`src/hdl/spgm_pkg.sv`:
```
// shared types, constants and gain helpers for the stereo pan/gain mixer
// used by spgm_lane, spgm_mix and stereo_pan_gain_mixer; no dependencies
`default_nettype none

package spgm_pkg;

    localparam int GAIN_BITS = 16;
    localparam int GAIN_FRAC = 15;
    localparam logic [GAIN_BITS-1:0] GAIN_ONE = 16'h8000;

    // per-voice control that travels down the pipeline beside the lanes
    typedef struct packed {
        logic active;
        logic first;
        logic last;
    } t_ctl;

    // volumes above unity clamp to unity
    function automatic logic [GAIN_BITS-1:0] sat_volume(input logic [GAIN_BITS-1:0] vol);
        return (vol > GAIN_ONE) ? GAIN_ONE : vol;
    endfunction

    // left pan factor: unity when panned left, 1 - pan otherwise
    function automatic logic [GAIN_BITS-1:0] pan_left(input logic signed [GAIN_BITS-1:0] pan);
        logic [GAIN_BITS:0] diff;
        diff = {1'b0, GAIN_ONE} - {1'b0, pan};
        return pan[GAIN_BITS-1] ? GAIN_ONE : diff[GAIN_BITS-1:0];
    endfunction

    // right pan factor: unity when panned right, 1 + pan otherwise
    function automatic logic [GAIN_BITS-1:0] pan_right(input logic signed [GAIN_BITS-1:0] pan);
        logic [GAIN_BITS:0] sum;
        sum = {1'b0, GAIN_ONE} + {pan[GAIN_BITS-1], pan};
        return (!pan[GAIN_BITS-1] && (pan != '0)) ? GAIN_ONE : sum[GAIN_BITS-1:0];
    endfunction

endpackage

`default_nettype wire

```
`src/hdl/spgm_lane.sv`:
```
// one channel lane: gain = volume * pan factor, then sample * gain
// two register stages, one multiplier each; uses spgm_pkg
`default_nettype none

module spgm_lane #(
    parameter int SAMPLE_BITS = 16
) (
    input  wire                                   i_clk,
    input  wire                                   i_en,
    input  wire  signed [SAMPLE_BITS-1:0]         i_sample,
    input  wire         [spgm_pkg::GAIN_BITS-1:0] i_volume,
    input  wire         [spgm_pkg::GAIN_BITS-1:0] i_pan_gain,
    output logic signed [SAMPLE_BITS+spgm_pkg::GAIN_BITS:0] o_product
);
    import spgm_pkg::*;

    logic        [2*GAIN_BITS-1:0]          r_gain_prod;
    logic signed [SAMPLE_BITS-1:0]          r_sample;
    logic        [GAIN_BITS-1:0]            gain;
    logic signed [SAMPLE_BITS+GAIN_BITS:0]  n_product;
    logic signed [SAMPLE_BITS+GAIN_BITS:0]  r_product;

    // gain product is at most 2^30, so the unity bit lands in bit 15 of the slice
    assign gain      = r_gain_prod[GAIN_FRAC+GAIN_BITS-1:GAIN_FRAC];
    assign n_product = r_sample * $signed({1'b0, gain});

    always_ff @(posedge i_clk) begin
        if (i_en) begin
            r_gain_prod <= i_volume * i_pan_gain;
            r_sample    <= i_sample;
            r_product   <= n_product;
        end
    end

    assign o_product = r_product;

endmodule

`default_nettype wire

```
`src/hdl/spgm_mix.sv`:
```
// merge stage: saturating accumulate of both lanes and the output register
// uses spgm_pkg for the control struct and gain fraction
`default_nettype none

module spgm_mix #(
    parameter int SAMPLE_BITS = 16
) (
    input  wire                                             i_clk,
    input  wire                                             i_rst_n,
    input  wire                                             i_advance,
    input  wire                                             i_valid,
    input  spgm_pkg::t_ctl                                  i_ctl,
    input  wire  signed [SAMPLE_BITS+spgm_pkg::GAIN_BITS:0] i_left_prod,
    input  wire  signed [SAMPLE_BITS+spgm_pkg::GAIN_BITS:0] i_right_prod,
    input  wire                                             i_out_ready,
    output logic                                            o_stall,
    output logic                                            o_out_valid,
    output logic signed [SAMPLE_BITS-1:0]                   o_left,
    output logic signed [SAMPLE_BITS-1:0]                   o_right
);
    import spgm_pkg::*;

    localparam logic signed [SAMPLE_BITS-1:0] SMAX = {1'b0, {(SAMPLE_BITS-1){1'b1}}};
    localparam logic signed [SAMPLE_BITS-1:0] SMIN = {1'b1, {(SAMPLE_BITS-1){1'b0}}};

    logic signed [SAMPLE_BITS-1:0] r_acc_l, r_acc_r, n_acc_l, n_acc_r;
    logic signed [SAMPLE_BITS-1:0] r_out_l, r_out_r;
    logic                          r_out_valid;
    logic signed [SAMPLE_BITS-1:0] scaled_l, scaled_r;
    logic                          process;

    function automatic logic signed [SAMPLE_BITS-1:0] sat_add(
        input logic signed [SAMPLE_BITS-1:0] a,
        input logic signed [SAMPLE_BITS-1:0] b
    );
        logic signed [SAMPLE_BITS:0] s;
        s = {a[SAMPLE_BITS-1], a} + {b[SAMPLE_BITS-1], b};
        if (s[SAMPLE_BITS] != s[SAMPLE_BITS-1]) begin
            return s[SAMPLE_BITS] ? SMIN : SMAX;
        end
        return s[SAMPLE_BITS-1:0];
    endfunction

    // floor shift by the gain fraction; gain <= 1 keeps it inside the sample range
    assign scaled_l = i_left_prod[SAMPLE_BITS+GAIN_FRAC-1:GAIN_FRAC];
    assign scaled_r = i_right_prod[SAMPLE_BITS+GAIN_FRAC-1:GAIN_FRAC];

    assign process = i_valid && i_advance;
    // a frame end cannot retire while the output register still holds one
    assign o_stall = i_valid && i_ctl.last && r_out_valid && !i_out_ready;

    always_comb begin
        n_acc_l = i_ctl.first ? '0 : r_acc_l;
        n_acc_r = i_ctl.first ? '0 : r_acc_r;
        if (i_ctl.active) begin
            n_acc_l = sat_add(n_acc_l, scaled_l);
            n_acc_r = sat_add(n_acc_r, scaled_r);
        end
    end

    always_ff @(posedge i_clk) begin
        if (!i_rst_n) begin
            r_acc_l     <= '0;
            r_acc_r     <= '0;
            r_out_valid <= 1'b0;
        end else begin
            if (process) begin
                r_acc_l <= n_acc_l;
                r_acc_r <= n_acc_r;
            end
            if (process && i_ctl.last) begin
                r_out_valid <= 1'b1;
            end else if (i_out_ready) begin
                r_out_valid <= 1'b0;
            end
        end
    end

    always_ff @(posedge i_clk) begin
        if (process && i_ctl.last) begin
            r_out_l <= n_acc_l;
            r_out_r <= n_acc_r;
        end
    end

    assign o_out_valid = r_out_valid;
    assign o_left      = r_out_l;
    assign o_right     = r_out_r;

endmodule

`default_nettype wire

```
`src/hdl/stereo_pan_gain_mixer.sv`:
```
// stereo_pan_gain_mixer: linear-pan voice mixer, top level
// two spgm_lane instances (left, right) feeding the spgm_mix merge stage
//
// usage: one slave-side transaction per voice carries its stereo sample pair,
// volume and pan; tuser flags whether the voice is active and whether it starts
// a frame, and tlast marks the frame's last voice. a master-side transaction
// carrying the saturated left/right mix follows each voice with tlast set.
// throughput: one voice per cycle. each lane has two multiplier stages (gain,
// then sample scaling) and the merge stage does one saturating add per cycle,
// so a voice is taken every cycle while the pipeline keeps moving.
// the last voice passes both lane register stages, then the output register makes the mixed frame valid.
// stall: the result sits in an output register; voices keep being accepted
// while it waits, and the whole pipeline holds only when the next frame's last
// voice reaches the accumulator with the output register still full.
// reset (synchronous, active low) clears both accumulators, the pipeline
// valids and the output valid; mixing without a frame start adds onto zero.
`default_nettype none

module stereo_pan_gain_mixer #(
    parameter int SAMPLE_BITS = 16
) (
    input  wire                                   i_clk,
    input  wire                                   i_rst_n,
    input  wire                                   i_s_axis_tvalid,
    output logic                                  o_s_axis_tready,
    // left_sample, right_sample, voice_volume, voice_pan, zero fill
    input  wire  [((2*SAMPLE_BITS+32+7)/8)*8-1:0] i_s_axis_tdata,
    // voice_active, first_voice
    input  wire  [1:0]                            i_s_axis_tuser,
    input  wire                                   i_s_axis_tlast,
    output logic                                  o_m_axis_tvalid,
    input  wire                                   i_m_axis_tready,
    // mixed_left, mixed_right, zero fill
    output logic [((2*SAMPLE_BITS+7)/8)*8-1:0]    o_m_axis_tdata
);
    import spgm_pkg::*;

    localparam int OUT_W   = ((2*SAMPLE_BITS+7)/8)*8;
    localparam int VOL_LSB = 2*SAMPLE_BITS;
    localparam int PAN_LSB = 2*SAMPLE_BITS+GAIN_BITS;

    logic signed [SAMPLE_BITS-1:0]         in_left, in_right;
    logic        [GAIN_BITS-1:0]           in_volume;
    logic signed [GAIN_BITS-1:0]           in_pan;
    logic        [GAIN_BITS-1:0]           volume, pan_l, pan_r;
    logic signed [SAMPLE_BITS+GAIN_BITS:0] prod_l, prod_r;
    t_ctl                                  in_ctl, r_ctl1, r_ctl2;
    logic                                  r_v1, r_v2;
    logic                                  w_advance, stall;
    logic                                  out_valid;
    logic signed [SAMPLE_BITS-1:0]         mixed_l, mixed_r;

    assign in_left   = i_s_axis_tdata[SAMPLE_BITS-1:0];
    assign in_right  = i_s_axis_tdata[2*SAMPLE_BITS-1:SAMPLE_BITS];
    assign in_volume = i_s_axis_tdata[VOL_LSB+GAIN_BITS-1:VOL_LSB];
    assign in_pan    = i_s_axis_tdata[PAN_LSB+GAIN_BITS-1:PAN_LSB];

    assign in_ctl.active = i_s_axis_tuser[0];
    assign in_ctl.first  = i_s_axis_tuser[1];
    assign in_ctl.last   = i_s_axis_tlast;

    assign volume = sat_volume(in_volume);
    assign pan_l  = pan_left(in_pan);
    assign pan_r  = pan_right(in_pan);

    assign w_advance       = !stall;
    assign o_s_axis_tready = w_advance;

    always_ff @(posedge i_clk) begin
        if (!i_rst_n) begin
            r_v1 <= 1'b0;
            r_v2 <= 1'b0;
        end else if (w_advance) begin
            r_v1 <= i_s_axis_tvalid;
            r_v2 <= r_v1;
        end
    end

    always_ff @(posedge i_clk) begin
        if (w_advance) begin
            r_ctl1 <= in_ctl;
            r_ctl2 <= r_ctl1;
        end
    end

    spgm_lane #(.SAMPLE_BITS(SAMPLE_BITS)) u_lane_l (
        .i_clk      (i_clk),
        .i_en       (w_advance),
        .i_sample   (in_left),
        .i_volume   (volume),
        .i_pan_gain (pan_l),
        .o_product  (prod_l)
    );

    spgm_lane #(.SAMPLE_BITS(SAMPLE_BITS)) u_lane_r (
        .i_clk      (i_clk),
        .i_en       (w_advance),
        .i_sample   (in_right),
        .i_volume   (volume),
        .i_pan_gain (pan_r),
        .o_product  (prod_r)
    );

    spgm_mix #(.SAMPLE_BITS(SAMPLE_BITS)) u_mix (
        .i_clk        (i_clk),
        .i_rst_n      (i_rst_n),
        .i_advance    (w_advance),
        .i_valid      (r_v2),
        .i_ctl        (r_ctl2),
        .i_left_prod  (prod_l),
        .i_right_prod (prod_r),
        .i_out_ready  (i_m_axis_tready),
        .o_stall      (stall),
        .o_out_valid  (out_valid),
        .o_left       (mixed_l),
        .o_right      (mixed_r)
    );

    assign o_m_axis_tvalid = out_valid;
    assign o_m_axis_tdata  = OUT_W'({mixed_r, mixed_l});

    // a frame end that retires must show up on the output next cycle
    a_frame_emits: assert property (@(posedge i_clk) disable iff (!i_rst_n)
        (r_v2 && r_ctl2.last && w_advance) |=> o_m_axis_tvalid)
        else $error("retired frame end did not raise output valid");

    // output valid only rises from a retiring frame end
    a_no_spurious_frame: assert property (@(posedge i_clk) disable iff (!i_rst_n)
        $rose(o_m_axis_tvalid) |-> $past(r_v2 && r_ctl2.last))
        else $error("output valid rose without a frame end");

    // a held pipeline keeps its first stage occupied
    a_hold_stage1: assert property (@(posedge i_clk) disable iff (!i_rst_n)
        (r_v1 && !w_advance) |=> r_v1)
        else $error("stage one lost its voice during a stall");

endmodule

`default_nettype wire

```
`config.mk`:
```
export PLATFORM = sky130hd
export DESIGN_NAME = stereo_pan_gain_mixer
export DESIGN_NICKNAME = d
export VERILOG_FILES = /design/src/hdl/spgm_pkg.sv /design/src/hdl/spgm_lane.sv /design/src/hdl/spgm_mix.sv /design/src/hdl/stereo_pan_gain_mixer.sv
export SDC_FILE = /design/constraint.sdc
export NUM_CORES = 2
export LEC_CHECK = 0
export BUFFER_PORTS_ARGS = -buffer_cell sky130_fd_sc_hd__clkbuf_2
export CAP_MARGIN = 0
export CORE_UTILIZATION = 30
export CTS_BUF_LIST = sky130_fd_sc_hd__clkbuf_4
export CTS_CLUSTER_SIZE = 12
export DETAILED_ROUTE_END_ITERATION = 12
export PLACE_DENSITY_LB_ADDON = 0.3
export SLEW_MARGIN = 5
export SYNTH_ARGS = -nofsm -noshare
export SYNTH_HDL_FRONTEND = slang
export SYNTH_SLANG_ARGS = --single-unit
```
`constraint.sdc`:
```
create_clock -name i_clk -period 22.9 [get_ports i_clk]
set_input_delay 1.145 -clock i_clk [delete_from_list [all_inputs] [get_ports i_clk]]
set_output_delay 1.145 -clock i_clk [all_outputs]
set_load 0.01 [all_outputs]
```
Word-level counts from Yosys, hierarchy flattened

Cells that the tools add are included.

$add $sub $neg: 4
Multipliers: 4
$lt $le $gt $ge: 1
Equal/unequal tests: 2
Multiplexer cells: 19
Reductions and logical operators: 11

Operator list:

| kind                   | number |
|---|---|
| $mux 16                | 13 |
| $mul 16x16->31         | 2 |
| $mul 16x17->31         | 2 |
| $add 16x16->17         | 2 |
| $add 16x16->16 const A | 1 |
| $gt 16x16->1 const B   | 1 |
| $reduce_bool 16->1     | 1 |
| $sub 16x16->16 const A | 1 |
| $logic_and 1x1->1      | 6 |
| $mux 1                 | 6 |
| $logic_not 1->1        | 3 |
| $ne 1x1->1             | 2 |
| $reduce_bool 2->1      | 1 |

Bits in registers: 229
Logic and storage cells: 60

Depth between registers and ports, before layout

Depth in word-level cells: 7
Mapped depth: 31
Depth with buffers taken out: 29

Modules after synthesis

A second synthesis with hierarchy kept.

Cells, all modules: 4705
Area, all modules: 43574.3 µm²

By module, submodules not included:

| module                | times used | cells an instance | area each (µm²) |
|---|---|---|---|
| spgm_lane at u_lane_r | 1          | 2069              | 19133.4 |
| spgm_lane at u_lane_l | 1          | 2015              | 18863.1 |
| spgm_mix              | 1          | 505               | 4639.4 |
| stereo_pan_gain_mixer | 1          | 116               | 938.4 |

Worst setup path before layout

Ideal clock, no wire load.

Path kind: input-to-reg
Start point: input port i_s_axis_tdata[48]
End point: register u_lane_r.r_gain_prod[30], data pin
Arrival: 8331 ps
Slack: 14306 ps
Stages: 30
Cell sequence: clkbuf_1 clkinv_1 ha_1 nor3b_2 a31o_2 clkbuf_1 nand2_1 clkbuf_1 nor2_1 fa_1 inv_1 fa_1 inv_1 fa_1 fa_1 fa_1 inv_1 fa_1 inv_1 ha_1 a21o_1 a21o_1 a21o_1 a21o_1 a21o_1 a211oi_1 o31ai_1 a221o_1 a221oi_1 xnor2_1

Cells in the longest elaborated chain, start to end: 4
Elaborated cells on any way between the ends: 5
Classes of those cells: add/sub (1); mul (1); mux (1); reduce/logical (2)

Ends and longest elaborated chain:

| element                                                                | line                        | RTL |
|---|---|---|
| from (decl)                                                            | stereo_pan_gain_mixer.sv:27 | `input wire [((2*SAMPLE_BITS+32+7)/8)*8-1:0] i_s_axis_tdata,` |
| parallel branches: the longest is 2 deep, another holds $add 16x16->16 | --                          |  |
| $mux 16 (*)                                                            | spgm_pkg.sv:34              | `return (!pan[GAIN_BITS-1] && (pan != '0)) ? GAIN_ONE : sum[GAIN_BITS-1:0];` |
| $mul 16x16->31 (*)                                                     | spgm_lane.sv:29             | `r_gain_prod <= i_volume * i_pan_gain;` |
| to (signal assigned)                                                   | spgm_lane.sv:29             |  |
| to (decl)                                                              | spgm_lane.sv:17             | `logic [2*GAIN_BITS-1:0] r_gain_prod;` |

Mark *: on every way between the ends.
A chain may end at the register's enable or synchronous reset.

Worst setup path in the final report

Start point: input port i_s_axis_tdata[47]
End point: register u_lane_l.r_gain_prod[27], data pin

Cells in the longest elaborated chain, start to end: 3

Ends and longest elaborated chain:

| element              | line            | RTL |
|---|---|---|
| $gt 16x16->1         | spgm_pkg.sv:20  | `return (vol > GAIN_ONE) ? GAIN_ONE : vol;` |
| $mux 16 (*)          | spgm_pkg.sv:20  |  |
| $mul 16x16->31 (*)   | spgm_lane.sv:29 |  |
| to (signal assigned) | spgm_lane.sv:29 |  |
| to (decl)            | spgm_lane.sv:17 |  |

Every way passes the cells marked *; elsewhere a longest branch is shown, timed or not.

==> run metrics <==
arrival time worst endpoint 9320 ps; ys flop type edfxtp_1; Critical Path Most Common Cell fa_1; Clock Sinks 169; min cycle time layout 8698 ps; CP max stage delay 620 ps; Setup CP Type in -> reg; Clk pin slew, worst setup/hold paths 190 ps; Hold Worst Slack 454.1 ps; Die ar. 0.1345 mm2; slowest cell on the critical path nor2_1; Mapped Nets 5707; Final Max Tran Viols 0; H-tree Lvls 4; status finished, final reports clean; CTS tree built; Setup WS post-layout 14200 ps; Final Setup Violations 0; number of flops mapped to enable cells by yosys 134; Worst setup SP type primary input; CP Capture Type flop; largest family of logic cells by synthesized area adder cells; clk buf depth 2; drt via density 4.676; RSZ-0062 raised after global routing false; # rows 133; layout cells sized above 1 4.437%; Fmax 115.0 MHz; synthesized cell area 0.03991 mm2; CTS root buf clkbuf_4; Post-synth top cells inv_1, fa_1, nand2_1; post-synth top area share 38.73%; post-synthesis adder-cell area fraction 52.67%; most frequent cell after synthesis inv_1; CP Max Fanout 26; simple-gate share of the synthesized area 16.38%; Gate Count Post-Synth 4421; skew final 64.29 ps; FILL cells 13992; Seq/Total Area, Yosys 11.84%; Syn. warnings 0; Synth area leaders fa_1, ha_1, edfxtp_1; dpl ws 13520 ps; Clock Latency Late Sink 810 ps; GRT Overall Usage 15.68%; die span in x 366.7 um; setup bufs post-CTS 0; Top Ports 105; pin count of the biggest net entering global routing 74; vias in the first global route 30280; WL met2 45970 um; RePlAce Congestion 0.9050; Worst slew margin 26.73%; antenna violations before repair 3; via count 28881; Post-synth ARST share 0%; Routed met1 length 49630 um; routed wire length 103400 um; HP Class reg -> reg; DR iter-0 viols 1520; DRC 0; Pre-Repair DR Iteration Count 5; nets 5690; antenna-violating nets left 0; register area 0.004725 mm2; syn avg cell area 9.026 um2; Synth Area in XOR/XNOR 2.348%; Fin. Hold Viols 0; mux cell area share after synthesis 0.06271%; footprint of the multi-input gates 0.03086 mm2; # hold bufs at CTS 0; Avg WL per Cell 16.74 um; CP Data Required Time 23520 ps; Detail Placement HPWL 84050 um; Seq cells post-synth 169; Tcrit/Tclk final 37.98%; Initial Util 30.28%; Die Ht 366.7 um; global-route wire length before repair 167500 um; Met3 Wirelength 6003 um; post-synth cell types 78; Compound-Gate Fraction of Synth Area 5.816%; Worst Tran Pin Value 1097 ps; GRT overflow 0; Resized cells post-CTS 0; post-synth top area cell fa_1; cts bufs inserted 17; top sig layer met5; total of max-cap violations 0; TNS Setup 0 ps; I/O Buffers 104; synthesis-to-finish area growth 6.556%; core area 0.1318 mm2
-- layer usage --
layer,GRT usage (%),vias to the layer above
met5,0,-
met3,2.181,111
met2,24.64,772
met4,3.556,2
li1,-,13419
met1,22.70,14577
-- layout by cell type (no fill, tap or decap), types with 4 or more instances in the layout --
| cell type | Yosys | routed |
|---|---|---|
| inv_1 | 979 | 979 |
| fa_1 | 772 | 772 |
| nand2_1 | 636 | 636 |
| ha_1 | 443 | 443 |
| nor2_1 | 307 | 306 |
| and2_1 | 218 | 218 |
| edfxtp_1 | 134 | 134 |
| clkbuf_2 | 0 | 104 |
| a21oi_1 | 85 | 85 |
| xnor2_1 | 75 | 75 |
| nand2b_1 | 55 | 55 |
| nor2b_1 | 54 | 54 |
| a21o_1 | 49 | 49 |
| o21ai_0 | 46 | 46 |
| nand3_1 | 45 | 44 |
| nor3_1 | 37 | 36 |
| dfxtp_1 | 35 | 35 |
| buf_4 | 0 | 33 |
| xor2_1 | 32 | 32 |
| o211ai_1 | 30 | 30 |
| o21a_1 | 24 | 24 |
| and3_1 | 20 | 20 |
| clkbuf_4 | 0 | 17 |
| nand4_1 | 16 | 16 |
| a221o_1 | 11 | 11 |
| a211oi_1 | 11 | 11 |
| or2_2 | 10 | 10 |
| nor4_1 | 10 | 10 |
| a31oi_1 | 9 | 9 |
| a31o_1 | 9 | 9 |
| o21ai_1 | 8 | 8 |
| a21boi_0 | 8 | 8 |
| inv_8 | 0 | 7 |
| o21bai_1 | 6 | 6 |
| a41oi_1 | 6 | 6 |
| or3_1 | 5 | 5 |
| diode_2 | 0 | 4 |
| o31ai_1 | 4 | 4 |
-- logic make-up (layout without fill, tap and decap cells) --
family          Yosys count  after routing
simple gates           1430           1430
fa+ha+maj              1217           1217
buf+inv                1154           1150
compound gates          342            342
flops                   169            169
xor+xnor                107            107
mux                       2              2
other cells               0              4
-- worst max-delay path, delay by kind of cell --
kind            cells  cell delay (ps)
simple gates        5             1790
compound gates      9             2170
buf+inv             6              940
fa+ha+maj           7             3260
-- area by class of cell --
class,count,area share [%]
timing repair buffer,137,1.807
tap,1755,5.164
antenna,4,0.02354
multi-input combinational,3098,72.57
inverter,981,8.660
clock buffer,17,0.3001
sequential,169,11.11
clock inverter,15,0.3678
-- sequential cells by signal, indices dropped and copies added (netlist names) --
signal and flops:
u_lane_l.o_product 16, u_lane_l.r_gain_prod 16, u_lane_l.r_sample 16, u_lane_r.o_product 16, u_lane_r.r_gain_prod 16, u_lane_r.r_sample 16
u_mix.o_left 16, u_mix.o_right 16, u_mix.r_acc_l 16, u_mix.r_acc_r 16, r_ctl1 3, r_ctl2 3
r_v1 1, r_v2 1, u_mix.o_out_valid 1
-- final timing paths --
check	start	to	slack, ps	cells after the start
min	r_ctl1[1]	r_ctl2[1]	450	0
max	i_s_axis_tdata[47]	u_lane_l.r_gain_prod[27]	14200	27
max reg2reg	u_lane_l.r_sample[1]	u_lane_l.o_product[30]	15750	23
min reg2reg	r_ctl1[1]	r_ctl2[1]	450	0
-- metrics by stage --
stage	cells	instance area [um2]	utilization, %
final	6176	42520	32.26
after global routing	6176	42520	32.26
after CTS	6172	42510	32.26
after detailed placement	6140	42230	32.04
after global placement	6140	42230	32.04
after floorplan	4421	39910	-
Power is left out: the tool's default activity adds up to more than one toggle a clock period on the data nets, which glitch-free logic cannot reach.
